$ cat config.mk
export PLATFORM = sky130hd
export DESIGN_NAME = midi_chord_hold_unit
export DESIGN_NICKNAME = d
export VERILOG_FILES = /design/src/hdl/mch_pkg.sv /design/src/hdl/mch_csr.sv /design/src/hdl/mch_note_ram.sv /design/src/hdl/mch_ctrl.sv /design/src/hdl/midi_chord_hold_unit.sv
export SDC_FILE = /design/constraint.sdc
export NUM_CORES = 2
export LEC_CHECK = 0
export BUFFER_PORTS_ARGS = -buffer_cell sky130_fd_sc_hd__buf_2
export CAP_MARGIN = 20
export CORE_MARGIN = 2
export CORE_UTILIZATION = 50
export CTS_BUF_LIST = sky130_fd_sc_hd__clkbuf_16
export CTS_CLUSTER_DIAMETER = 150
export CTS_CLUSTER_SIZE = 20
export DETAILED_ROUTE_END_ITERATION = 10
export PLACE_DENSITY = 0.69
export SLEW_MARGIN = 25
export SYNTH_ARGS = -nofsm -noshare
export SYNTH_HDL_FRONTEND = slang
export SYNTH_SLANG_ARGS = --single-unit
$ cat constraint.sdc
create_clock -name clock -period 10 [get_ports clock]
set_clock_uncertainty 0.15 [all_clocks]
set_input_delay 0.5 -clock clock [delete_from_list [all_inputs] [get_ports clock]]
set_output_delay 0.5 -clock clock [all_outputs]
set_load 0.05 [all_outputs]
$ cat src/hdl/mch_pkg.sv
// ----------------------------------------------------------------------------
// mch_pkg: shared types and constants of the MIDI chord hold unit
// Message words, result words, register indexes and the control groups that
// pass between the sequencer, the note map and the register file.
// ----------------------------------------------------------------------------
package mch_pkg;

   localparam logic [3:0] TYPE_NOTE_OFF    = 4'h8;
   localparam logic [3:0] TYPE_NOTE_ON     = 4'h9;
   localparam logic [3:0] TYPE_CONTROL     = 4'hB;
   localparam logic [6:0] CC_ALL_NOTES_OFF = 7'd123;

   localparam logic KIND_FORWARD = 1'b0;
   localparam logic KIND_RELEASE = 1'b1;

   localparam logic REG_POWER_ON     = 1'b0;
   localparam logic REG_HOLD_CHANNEL = 1'b1;

   localparam int MAP_WORDS     = 32;
   localparam int MAP_ADDR_W    = 5;
   localparam int MAP_DATA_W    = 64;
   localparam int APB_ADDR_W    = 3;
   localparam int APB_DATA_W    = 32;

   typedef struct packed {
      logic [7:0] status_byte;
      logic [7:0] data_one;
      logic [7:0] data_two;
   } req_word_type;

   typedef struct packed {
      logic        item_kind;
      logic [7:0]  out_status;
      logic [7:0]  out_data_one;
      logic [7:0]  out_data_two;
      logic [3:0]  release_channel;
      logic        release_half;
      logic [63:0] release_mask;
      logic        last_of_run;
   } rsp_word_type;

   typedef struct packed {
      logic       power_on;
      logic [3:0] hold_channel;
   } cfg_type;

   typedef struct packed {
      logic                  rd_en;
      logic [MAP_ADDR_W-1:0] rd_addr;
      logic                  wr_en;
      logic [MAP_ADDR_W-1:0] wr_addr;
      logic                  clr_en;
      logic [MAP_ADDR_W-1:0] clr_addr;
   } map_ctrl_type;

endpackage

$ cat src/hdl/mch_csr.sv
// ----------------------------------------------------------------------------
// mch_csr: configuration registers
// Holds the power and held-channel settings behind a simple APB-style port.
// ----------------------------------------------------------------------------
module mch_csr (
   input  logic                          clock,
   input  logic                          reset,
   input  logic                          psel,
   input  logic                          penable,
   input  logic                          pwrite,
   input  logic [mch_pkg::APB_ADDR_W-1:0] paddr,
   input  logic [mch_pkg::APB_DATA_W-1:0] pwdata,
   output logic [mch_pkg::APB_DATA_W-1:0] prdata,
   output logic                          pready,
   output mch_pkg::cfg_type              cfg
);
   import mch_pkg::*;

   logic       power_on_ff;
   logic       power_on_in;
   logic [3:0] hold_channel_ff;
   logic [3:0] hold_channel_in;
   logic       wr_strobe;
   logic       reg_index;

   assign pready    = 1'b1;
   assign reg_index = paddr[2];
   assign wr_strobe = psel && penable && pwrite;

   always_comb begin
      power_on_in     = power_on_ff;
      hold_channel_in = hold_channel_ff;
      if (wr_strobe) begin
         case (reg_index)
            REG_POWER_ON:     power_on_in     = pwdata[0];
            REG_HOLD_CHANNEL: hold_channel_in = pwdata[3:0];
            default:          power_on_in     = power_on_ff;
         endcase
      end
   end

   always_comb begin
      case (reg_index)
         REG_POWER_ON:     prdata = {{(APB_DATA_W-1){1'b0}}, power_on_ff};
         REG_HOLD_CHANNEL: prdata = {{(APB_DATA_W-4){1'b0}}, hold_channel_ff};
         default:          prdata = '0;
      endcase
   end

   always_ff @(posedge clock) begin
      if (reset) begin
         power_on_ff     <= 1'b1;
         hold_channel_ff <= 4'd0;
      end else begin
         power_on_ff     <= power_on_in;
         hold_channel_ff <= hold_channel_in;
      end
   end

   assign cfg.power_on     = power_on_ff;
   assign cfg.hold_channel = hold_channel_ff;

endmodule

$ cat src/hdl/mch_note_ram.sv
// ----------------------------------------------------------------------------
// mch_note_ram: map of sounding notes
// Thirty-two 64-bit words, one per channel half, with a live bit per word
// that is set exactly when the word holds a sounding note.
// ----------------------------------------------------------------------------
module mch_note_ram (
   input  logic                             clock,
   input  logic                             reset,
   input  mch_pkg::map_ctrl_type            ctrl,
   input  logic [mch_pkg::MAP_DATA_W-1:0]   wr_data,
   output logic [mch_pkg::MAP_DATA_W-1:0]   rd_data,
   output logic [mch_pkg::MAP_WORDS-1:0]    live
);
   import mch_pkg::*;

   logic [MAP_DATA_W-1:0] note_mem_ff [MAP_WORDS];
   logic [MAP_DATA_W-1:0] rd_mem_ff;
   logic                  rd_live_ff;
   logic [MAP_WORDS-1:0]  live_ff;
   logic [MAP_WORDS-1:0]  live_in;

   always_ff @(posedge clock) begin
      if (ctrl.wr_en) begin
         note_mem_ff[ctrl.wr_addr] <= wr_data;
      end
      if (ctrl.rd_en) begin
         rd_mem_ff <= note_mem_ff[ctrl.rd_addr];
      end
   end

   always_comb begin
      live_in = live_ff;
      if (ctrl.wr_en) begin
         live_in[ctrl.wr_addr] = (wr_data != '0);
      end
      if (ctrl.clr_en) begin
         live_in[ctrl.clr_addr] = 1'b0;
      end
   end

   always_ff @(posedge clock) begin
      if (reset) begin
         live_ff    <= '0;
         rd_live_ff <= 1'b0;
      end else begin
         live_ff <= live_in;
         if (ctrl.rd_en) begin
            rd_live_ff <= live_ff[ctrl.rd_addr];
         end
      end
   end

   assign rd_data = rd_live_ff ? rd_mem_ff : '0;
   assign live    = live_ff;

endmodule

$ cat src/hdl/mch_ctrl.sv
// ----------------------------------------------------------------------------
// mch_ctrl: message sequencer
// Decodes one message, sweeps the note map for releases, updates one map word
// through a read-modify-write and drives the registered result word.
// ----------------------------------------------------------------------------
module mch_ctrl (
   input  logic                           clock,
   input  logic                           reset,
   input  logic                           req_valid,
   output logic                           req_stall,
   input  mch_pkg::req_word_type          req_word,
   output logic                           rsp_valid,
   input  logic                           rsp_stall,
   output mch_pkg::rsp_word_type          rsp_word,
   input  mch_pkg::cfg_type               cfg,
   output mch_pkg::map_ctrl_type          map_ctrl,
   output logic [mch_pkg::MAP_DATA_W-1:0] map_wr_data,
   input  logic [mch_pkg::MAP_DATA_W-1:0] map_rd_data,
   input  logic [mch_pkg::MAP_WORDS-1:0]  map_live
);
   import mch_pkg::*;

   localparam logic [2:0] ST_IDLE  = 3'd0;
   localparam logic [2:0] ST_SWEEP = 3'd1;
   localparam logic [2:0] ST_EMIT  = 3'd2;
   localparam logic [2:0] ST_READ  = 3'd3;
   localparam logic [2:0] ST_WRITE = 3'd4;
   localparam logic [2:0] ST_FWD   = 3'd5;

   logic [2:0]            state_ff, state_in;
   logic                  holding_ff, holding_in;
   logic                  power_was_ff, power_was_in;
   logic [3:0]            prev_chan_ff, prev_chan_in;
   req_word_type          msg_ff, msg_in;
   logic [MAP_ADDR_W-1:0] cnt_ff, cnt_in;
   logic [MAP_ADDR_W-1:0] end_ff, end_in;
   logic                  discard_ff, discard_in;
   logic                  update_ff, update_in;
   logic                  set_ff, set_in;
   logic                  rsp_valid_ff, rsp_valid_in;
   rsp_word_type          rsp_word_ff, rsp_word_in;

   logic [3:0]            msg_type;
   logic [3:0]            msg_chan;
   logic [6:0]            msg_d1;
   logic [6:0]            msg_d2;
   logic                  accept;
   logic                  chg_release;
   logic                  hold_now;
   logic                  is_on;
   logic                  is_off;
   logic                  held_chan;
   logic                  all_off;
   logic                  rel_chan;
   logic                  discard_now;
   logic                  update_now;
   logic                  out_free;
   logic [MAP_ADDR_W-1:0] upd_addr;
   logic [MAP_DATA_W-1:0] bit_mask;
   logic [MAP_WORDS-1:0]  above_mask;
   logic [MAP_WORDS-1:0]  range_mask;
   logic                  more_live;
   logic [2:0]            after_sweep;

   assign msg_type = req_word.status_byte[7:4];
   assign msg_chan = req_word.status_byte[3:0];
   assign msg_d1   = req_word.data_one[6:0];
   assign msg_d2   = req_word.data_two[6:0];

   assign accept      = (state_ff == ST_IDLE) && req_valid;
   assign chg_release = ((!cfg.power_on && power_was_ff) || (cfg.hold_channel != prev_chan_ff))
                        && holding_ff;
   assign hold_now    = holding_ff && !chg_release;
   assign is_on       = (msg_type == TYPE_NOTE_ON) && (msg_d2 != 7'd0);
   assign is_off      = (msg_type == TYPE_NOTE_OFF)
                        || ((msg_type == TYPE_NOTE_ON) && (msg_d2 == 7'd0));
   assign held_chan   = cfg.power_on && (msg_chan == cfg.hold_channel);
   assign all_off     = (msg_type == TYPE_CONTROL) && (msg_d1 == CC_ALL_NOTES_OFF);
   assign rel_chan    = is_on && held_chan && hold_now;
   assign discard_now = is_off && held_chan;
   assign update_now  = is_on || (is_off && !held_chan);

   assign out_free = !rsp_valid_ff || !rsp_stall;

   assign upd_addr = {msg_ff.status_byte[3:0], msg_ff.data_one[6]};
   assign bit_mask = {{(MAP_DATA_W-1){1'b0}}, 1'b1} << msg_ff.data_one[5:0];

   assign above_mask = ~((32'd2 << cnt_ff) - 32'd1);
   assign range_mask = (32'd2 << end_ff) - 32'd1;
   assign more_live  = |(map_live & above_mask & range_mask);

   assign after_sweep = update_ff ? ST_READ : (discard_ff ? ST_IDLE : ST_FWD);

   always_comb begin
      state_in     = state_ff;
      holding_in   = holding_ff;
      power_was_in = power_was_ff;
      prev_chan_in = prev_chan_ff;
      msg_in       = msg_ff;
      cnt_in       = cnt_ff;
      end_in       = end_ff;
      discard_in   = discard_ff;
      update_in    = update_ff;
      set_in       = set_ff;
      rsp_valid_in = rsp_valid_ff && rsp_stall;
      rsp_word_in  = rsp_word_ff;
      map_ctrl     = '0;
      map_wr_data  = '0;

      case (state_ff)
         ST_IDLE: begin
            if (accept) begin
               msg_in       = req_word;
               discard_in   = discard_now;
               update_in    = update_now;
               set_in       = is_on;
               prev_chan_in = cfg.hold_channel;
               power_was_in = cfg.power_on;
               if (all_off || rel_chan) begin
                  holding_in = 1'b0;
               end else if (discard_now) begin
                  holding_in = 1'b1;
               end else begin
                  holding_in = hold_now;
               end
               if (chg_release || all_off) begin
                  cnt_in   = '0;
                  end_in   = '1;
                  state_in = ST_SWEEP;
               end else if (rel_chan) begin
                  cnt_in   = {msg_chan, 1'b0};
                  end_in   = {msg_chan, 1'b1};
                  state_in = ST_SWEEP;
               end else if (update_now) begin
                  state_in = ST_READ;
               end else if (discard_now) begin
                  state_in = ST_IDLE;
               end else begin
                  state_in = ST_FWD;
               end
            end
         end
         ST_SWEEP: begin
            if (map_live[cnt_ff]) begin
               map_ctrl.rd_en   = 1'b1;
               map_ctrl.rd_addr = cnt_ff;
               state_in         = ST_EMIT;
            end else if (cnt_ff == end_ff) begin
               state_in = after_sweep;
            end else begin
               cnt_in = cnt_ff + 1'b1;
            end
         end
         ST_EMIT: begin
            if (out_free) begin
               rsp_valid_in                = 1'b1;
               rsp_word_in                 = '0;
               rsp_word_in.item_kind       = KIND_RELEASE;
               rsp_word_in.release_channel = cnt_ff[MAP_ADDR_W-1:1];
               rsp_word_in.release_half    = cnt_ff[0];
               rsp_word_in.release_mask    = map_rd_data;
               rsp_word_in.last_of_run     = discard_ff && !more_live;
               map_ctrl.clr_en             = 1'b1;
               map_ctrl.clr_addr           = cnt_ff;
               if (cnt_ff == end_ff) begin
                  state_in = after_sweep;
               end else begin
                  cnt_in   = cnt_ff + 1'b1;
                  state_in = ST_SWEEP;
               end
            end
         end
         ST_READ: begin
            map_ctrl.rd_en   = 1'b1;
            map_ctrl.rd_addr = upd_addr;
            state_in         = ST_WRITE;
         end
         ST_WRITE: begin
            map_ctrl.wr_en   = 1'b1;
            map_ctrl.wr_addr = upd_addr;
            map_wr_data      = set_ff ? (map_rd_data | bit_mask) : (map_rd_data & ~bit_mask);
            state_in         = ST_FWD;
         end
         ST_FWD: begin
            if (out_free) begin
               rsp_valid_in             = 1'b1;
               rsp_word_in              = '0;
               rsp_word_in.item_kind    = KIND_FORWARD;
               rsp_word_in.out_status   = msg_ff.status_byte;
               rsp_word_in.out_data_one = msg_ff.data_one;
               rsp_word_in.out_data_two = msg_ff.data_two;
               rsp_word_in.last_of_run  = 1'b1;
               state_in                 = ST_IDLE;
            end
         end
         default: begin
            state_in = ST_IDLE;
         end
      endcase
   end

   always_ff @(posedge clock) begin
      if (reset) begin
         state_ff     <= ST_IDLE;
         holding_ff   <= 1'b0;
         power_was_ff <= 1'b0;
         prev_chan_ff <= 4'd0;
         rsp_valid_ff <= 1'b0;
      end else begin
         state_ff     <= state_in;
         holding_ff   <= holding_in;
         power_was_ff <= power_was_in;
         prev_chan_ff <= prev_chan_in;
         rsp_valid_ff <= rsp_valid_in;
      end
   end

   always_ff @(posedge clock) begin
      msg_ff      <= msg_in;
      cnt_ff      <= cnt_in;
      end_ff      <= end_in;
      discard_ff  <= discard_in;
      update_ff   <= update_in;
      set_ff      <= set_in;
      rsp_word_ff <= rsp_word_in;
   end

   assign req_stall = (state_ff != ST_IDLE);
   assign rsp_valid = rsp_valid_ff;
   assign rsp_word  = rsp_word_ff;

endmodule

$ cat src/hdl/midi_chord_hold_unit.sv
// ----------------------------------------------------------------------------
// midi_chord_hold_unit: MIDI chord hold filter
// Latches chords on one channel and releases them as 64-note masks per
// channel half, forwarding all other messages unchanged.
// ----------------------------------------------------------------------------
// Channel   Ports                          Word
// request   req_valid, req_stall, req_word one MIDI message
// response  rsp_valid, rsp_stall, rsp_word forwarded message or release mask
// config    psel, penable, pwrite, paddr   power_on at 0, hold_channel at 4
//
// A message is taken while the sequencer is idle, then a release scan visits each map
// word in its range (32 for a full release, 2 for one channel) and emits one mask per word
// that holds notes; a note update adds a read and a write of the map, and the
// forwarded word, if the message is not swallowed, comes last.
// Reset clears the map at once through its per-word live bits.
// A stalled response holds the sequencer until the output register drains.
// ----------------------------------------------------------------------------
module midi_chord_hold_unit (
   input  logic                           clock,
   input  logic                           reset,
   input  logic                           req_valid,
   output logic                           req_stall,
   input  mch_pkg::req_word_type          req_word,
   output logic                           rsp_valid,
   input  logic                           rsp_stall,
   output mch_pkg::rsp_word_type          rsp_word,
   input  logic                           psel,
   input  logic                           penable,
   input  logic                           pwrite,
   input  logic [mch_pkg::APB_ADDR_W-1:0] paddr,
   input  logic [mch_pkg::APB_DATA_W-1:0] pwdata,
   output logic [mch_pkg::APB_DATA_W-1:0] prdata,
   output logic                           pready
);
   import mch_pkg::*;

   cfg_type               cfg;
   map_ctrl_type          map_ctrl;
   logic [MAP_DATA_W-1:0] map_wr_data;
   logic [MAP_DATA_W-1:0] map_rd_data;
   logic [MAP_WORDS-1:0]  map_live;

   mch_csr u_csr (
      .clock   (clock),
      .reset   (reset),
      .psel    (psel),
      .penable (penable),
      .pwrite  (pwrite),
      .paddr   (paddr),
      .pwdata  (pwdata),
      .prdata  (prdata),
      .pready  (pready),
      .cfg     (cfg)
   );

   mch_note_ram u_note_ram (
      .clock   (clock),
      .reset   (reset),
      .ctrl    (map_ctrl),
      .wr_data (map_wr_data),
      .rd_data (map_rd_data),
      .live    (map_live)
   );

   mch_ctrl u_ctrl (
      .clock       (clock),
      .reset       (reset),
      .req_valid   (req_valid),
      .req_stall   (req_stall),
      .req_word    (req_word),
      .rsp_valid   (rsp_valid),
      .rsp_stall   (rsp_stall),
      .rsp_word    (rsp_word),
      .cfg         (cfg),
      .map_ctrl    (map_ctrl),
      .map_wr_data (map_wr_data),
      .map_rd_data (map_rd_data),
      .map_live    (map_live)
   );

endmodule

==> flow_metrics.tcl <==
set metrics [dict create \
    vias 62100 \
    p_sw_mw 5.32 \
    required_ns 10.50 \
    holdPathStages 2 \
    setup_violations 0 \
    clock_latency_ns 0.85 \
    tns_ns 0 \
    cellPowerDensity_nw_per_um2 189 \
    gp_congestion 0.885 \
    synth_edf_count 2243 \
    grt_util_all_layers_pct 28.2 \
    routed_wl_um 275000 \
    final_cell_area_um2 101000 \
    rsz0062_at_grt "false" \
    endpoint_kind "flop" \
    clock_power_share_pct 28.5 \
    clock_tree.root_cell "clkbuf_16" \
    first_pass_iters 7 \
    cts_resized 0 \
    die_area_um2 190000 \
    worst-r2r-setup-slack_ns 4.12 \
    drc 0 \
    rows 158 \
    grt_pass1_vias 57500 \
    cts.sinks 2291 \
    max_freq_mhz 170 \
    grt_start_max_net_pins 207 \
    r2r_cells 12 \
    dp_hpwl_um 142000 \
    syn_inst 7083 \
    cts_max_level 4 \
    slew_violations 0 \
    netlist_top_cells_area "edfxtp_1 (72%), nand2_1 (7.5%), nand3_1 (3.2%)" \
    whs_endpoint "u_ctrl.msg_ff[15]" \
    max_stage_delay_ns 0.92 \
    vias_per_cell 6.44 \
    ios 196 \
    min_period_over_period_pct 58.8 \
    ant_nets 0 \
    crit_slowest_cell "buf_4" \
    leakage_nw 35.0 \
    yosysSeqAreaShare_pct 73.4 \
    path_max_fanout 94 \
    die_y_um 435 \
    synthArstFlopShare_pct 0 \
    antenna_found_initial 4 \
    nets 7204 \
    core_area_um2 185000 \
    wl_per_cell_um 28.5 \
    tightest_slew_ns 1.17 \
    hold_path.class "input pin to flop" \
    vdd_drop_max_mv 0.205 \
    synth_top_area_share_pct 72.4 \
    yosysUniqueCellTypes 83 \
    drt_iter0_drc 9487 \
    finalCriticalPeriod_ns 5.88 \
    start_kind "flop" \
    timing.final.hold_violations 0 \
    ys_seq_elements 2291 \
    placedInstanceArea_um2 97300 \
    syn-cell-area_um2 93000 \
    cts_tree "yes" \
    hold_start "req_word[15]" \
    synth.largest_area_cell "edfxtp_1" \
    crit_family "buffers and inverters" \
    p_int_mw 13.8 \
    cp_cell_sequence "clkinv_1 -> mux2i_1 -> o22ai_1 -> o211ai_4 -> nand2_8 -> buf_4 -> buf_4 -> nand2_1 -> and3_1 -> a311oi_1 -> o22ai_1 -> a22oi_1" \
    gr-total-overflow 0 \
    start_util_pct 50.2 \
    dp_cells 9435 \
    swShare_pct 27.8 \
    numPortBuffers 136 \
    clkSlewWorstSetupHoldPaths_ns 0.11 \
    final_layout_size_suffix_gt1_share_pct 9.20 \
    worst-path-buf-inv 3 \
    clk_path_buf_depth 3 \
    critPathKind "flop to flop" \
    reg2reg_from "u_ctrl.cnt_ff[0]" \
    holdBufCountCts 39 \
    instances_no_fill 9637 \
    seqPwrFrac_pct 56.8 \
    synth_warnings 0 \
    utilization_pct 54.7 \
    post-cts-setup-buffers 0 \
    post_synth.cell_area_avg_um2 13.1 \
    grt_pass1_wl_um 395000 \
    die_x_um 435 \
    syn_to_final_growth_pct 8.90 \
    combPwrFrac_pct 14.7 \
    crit_arrival_ns 6.38 \
    drv_cap 0 \
    synthFlopType "edfxtp_1" \
    relSlewSlack_pct 22.0 \
    r2r_end "u_note_ram.rd_mem_ff[18]" \
    run_status "complete, no violations" \
    cts_buffers 132 \
]
[cells by family (layout without fill, tap and decap cells)]
family / count (synthesis) / in the layout / synth area share [%]
AOI/OAI and AO/OA: 984 / 984 / 7.10
xor gates and xnor gates: 28 / 28 / 0.264
adders and majority gates: 9 / 9 / 0.118
buffers and inverters: 523 / 569 / 2.60
DFF: 2291 / 2291 / 73.4
muxes: 222 / 222 / 2.48
other: 2 / 30 / 0.00807
and+or+nand+nor: 3024 / 3024 / 14.0
[how the worst max path moves through the flow]
stage | from | end | slack [ns] | cells past startpoint
after floorplan | u_ctrl.state_ff[1] | u_note_ram.live[6] | 2.60 | 9
after global placement | u_ctrl.cnt_ff[0] | u_note_ram.rd_mem_ff[48] | 4.33 | 11
after detailed placement | u_ctrl.cnt_ff[0] | u_note_ram.rd_live_ff | 4.27 | 11
after CTS | u_ctrl.cnt_ff[0] | u_note_ram.rd_mem_ff[1] | 4.21 | 11
after global routing | u_ctrl.cnt_ff[0] | u_note_ram.rd_mem_ff[18] | 3.81 | 12
final | u_ctrl.cnt_ff[0] | u_note_ram.rd_mem_ff[18] | 4.12 | 12
[final cells by class]
| class | instances | area [µm²] |
|---|---|---|
| antenna | 1 | 2.50 |
| clock buffer | 137 | 3430 |
| clock inverter | 23 | 180 |
| fill | 14600 | 83900 |
| inverter | 21 | 78.8 |
| multi-input combinational | 4296 | 23300 |
| sequential | 2291 | 68300 |
| tap | 2480 | 3100 |
| timing repair buffer | 388 | 2860 |
[registers in the layout, indices dropped and copies added, names as in the netlist, 3 cells and up]
register,count
u_ctrl.msg_ff,24
u_csr.hold_channel_ff,4
u_ctrl.state_ff,3
u_note_ram.rd_mem_ff,64
u_ctrl.prev_chan_ff,4
u_ctrl.rsp_word,95
u_ctrl.end_ff,4
u_note_ram.note_mem_ff,2048
u_note_ram.live,32
u_ctrl.cnt_ff,5
[Yosys cell counts, types with 7 or more instances]
cell type / n
nand2b_1: 14
dfxtp_1: 48
o21ai_0: 89
edfxtp_1: 2243
xor2_1: 13
o311ai_0: 8
a2111oi_0: 11
a41oi_1: 8
a32o_1: 16
and3_1: 149
buf_2: 161
a211oi_1: 19
a21oi_1: 329
nor4_1: 27
ha_1: 8
o22ai_1: 79
clkbuf_1: 250
nand3_1: 602
a32oi_1: 50
a221oi_1: 76
o31ai_1: 8
mux4_2: 7
and2_1: 14
buf_6: 7
nor2b_1: 7
xnor2_1: 15
o41ai_1: 11
inv_1: 18
mux2i_1: 215
buf_1: 31
a31oi_1: 71
a311oi_1: 44
a22oi_1: 45
nor2_1: 173
buf_4: 53
a21o_1: 7
o221ai_1: 61
nand2_1: 1851
nor3_1: 96
nand3b_1: 7
nand4_1: 55
[power by group through the flow]
stage	Combinational, mW	Clock, mW	Sequential [mW]
2_1_floorplan	1.53	0	11.3
4_1_cts	2.75	5.51	10.9
3_5_place_dp	2.73	0	11.1
5_1_grt	2.95	5.82	10.9
6_report	2.81	5.47	10.9
3_3_place_gp	2.70	0	11.1
[layer usage]
metal,wire length (µm),global-route usage [%],up-vias
met3,31700,4.62,672
met4,13600,12.7,4
met2,127000,44.4,4222
met1,102000,39.0,30800
met5,30,0,-
li1,-,-,26300
[per-stage QoR]
stage	setup WS [ns]	power [mW]	hold slack, ns
finish	4.12	19.2	0.252
global route	3.81	19.7	0.229
global placement	4.33	13.8	0.292
CTS	4.21	19.1	0.185
floorplan	2.60	12.8	0.286
detailed placement	4.27	13.8	0.314
[cells in the final DEF, fill, tap and decap left out, drive strengths merged, types with 8 or more instances in the layout]
cell / instances
xnor2: 15
o22ai: 79
conb: 29
nand2b: 14
o31ai: 8
nand4: 55
ha: 8
a211oi: 20
xor2: 13
and2: 14
and3: 149
o21ai: 94
a22oi: 45
nor3: 96
edfxtp: 2243
a21oi: 329
mux2i: 215
nand3: 602
o311ai: 9
a32o: 16
nand2: 1853
a311oi: 44
nor2: 174
a31oi: 71
a32oi: 50
inv: 39
a41oi: 8
dfxtp: 48
dlygate4sd3: 39
a31o: 8
clkbuf: 137
a221oi: 77
buf: 349
a2111oi: 11
o41ai: 11
o221ai: 61
nor4: 27
Power figures use the tool's default switching activity.
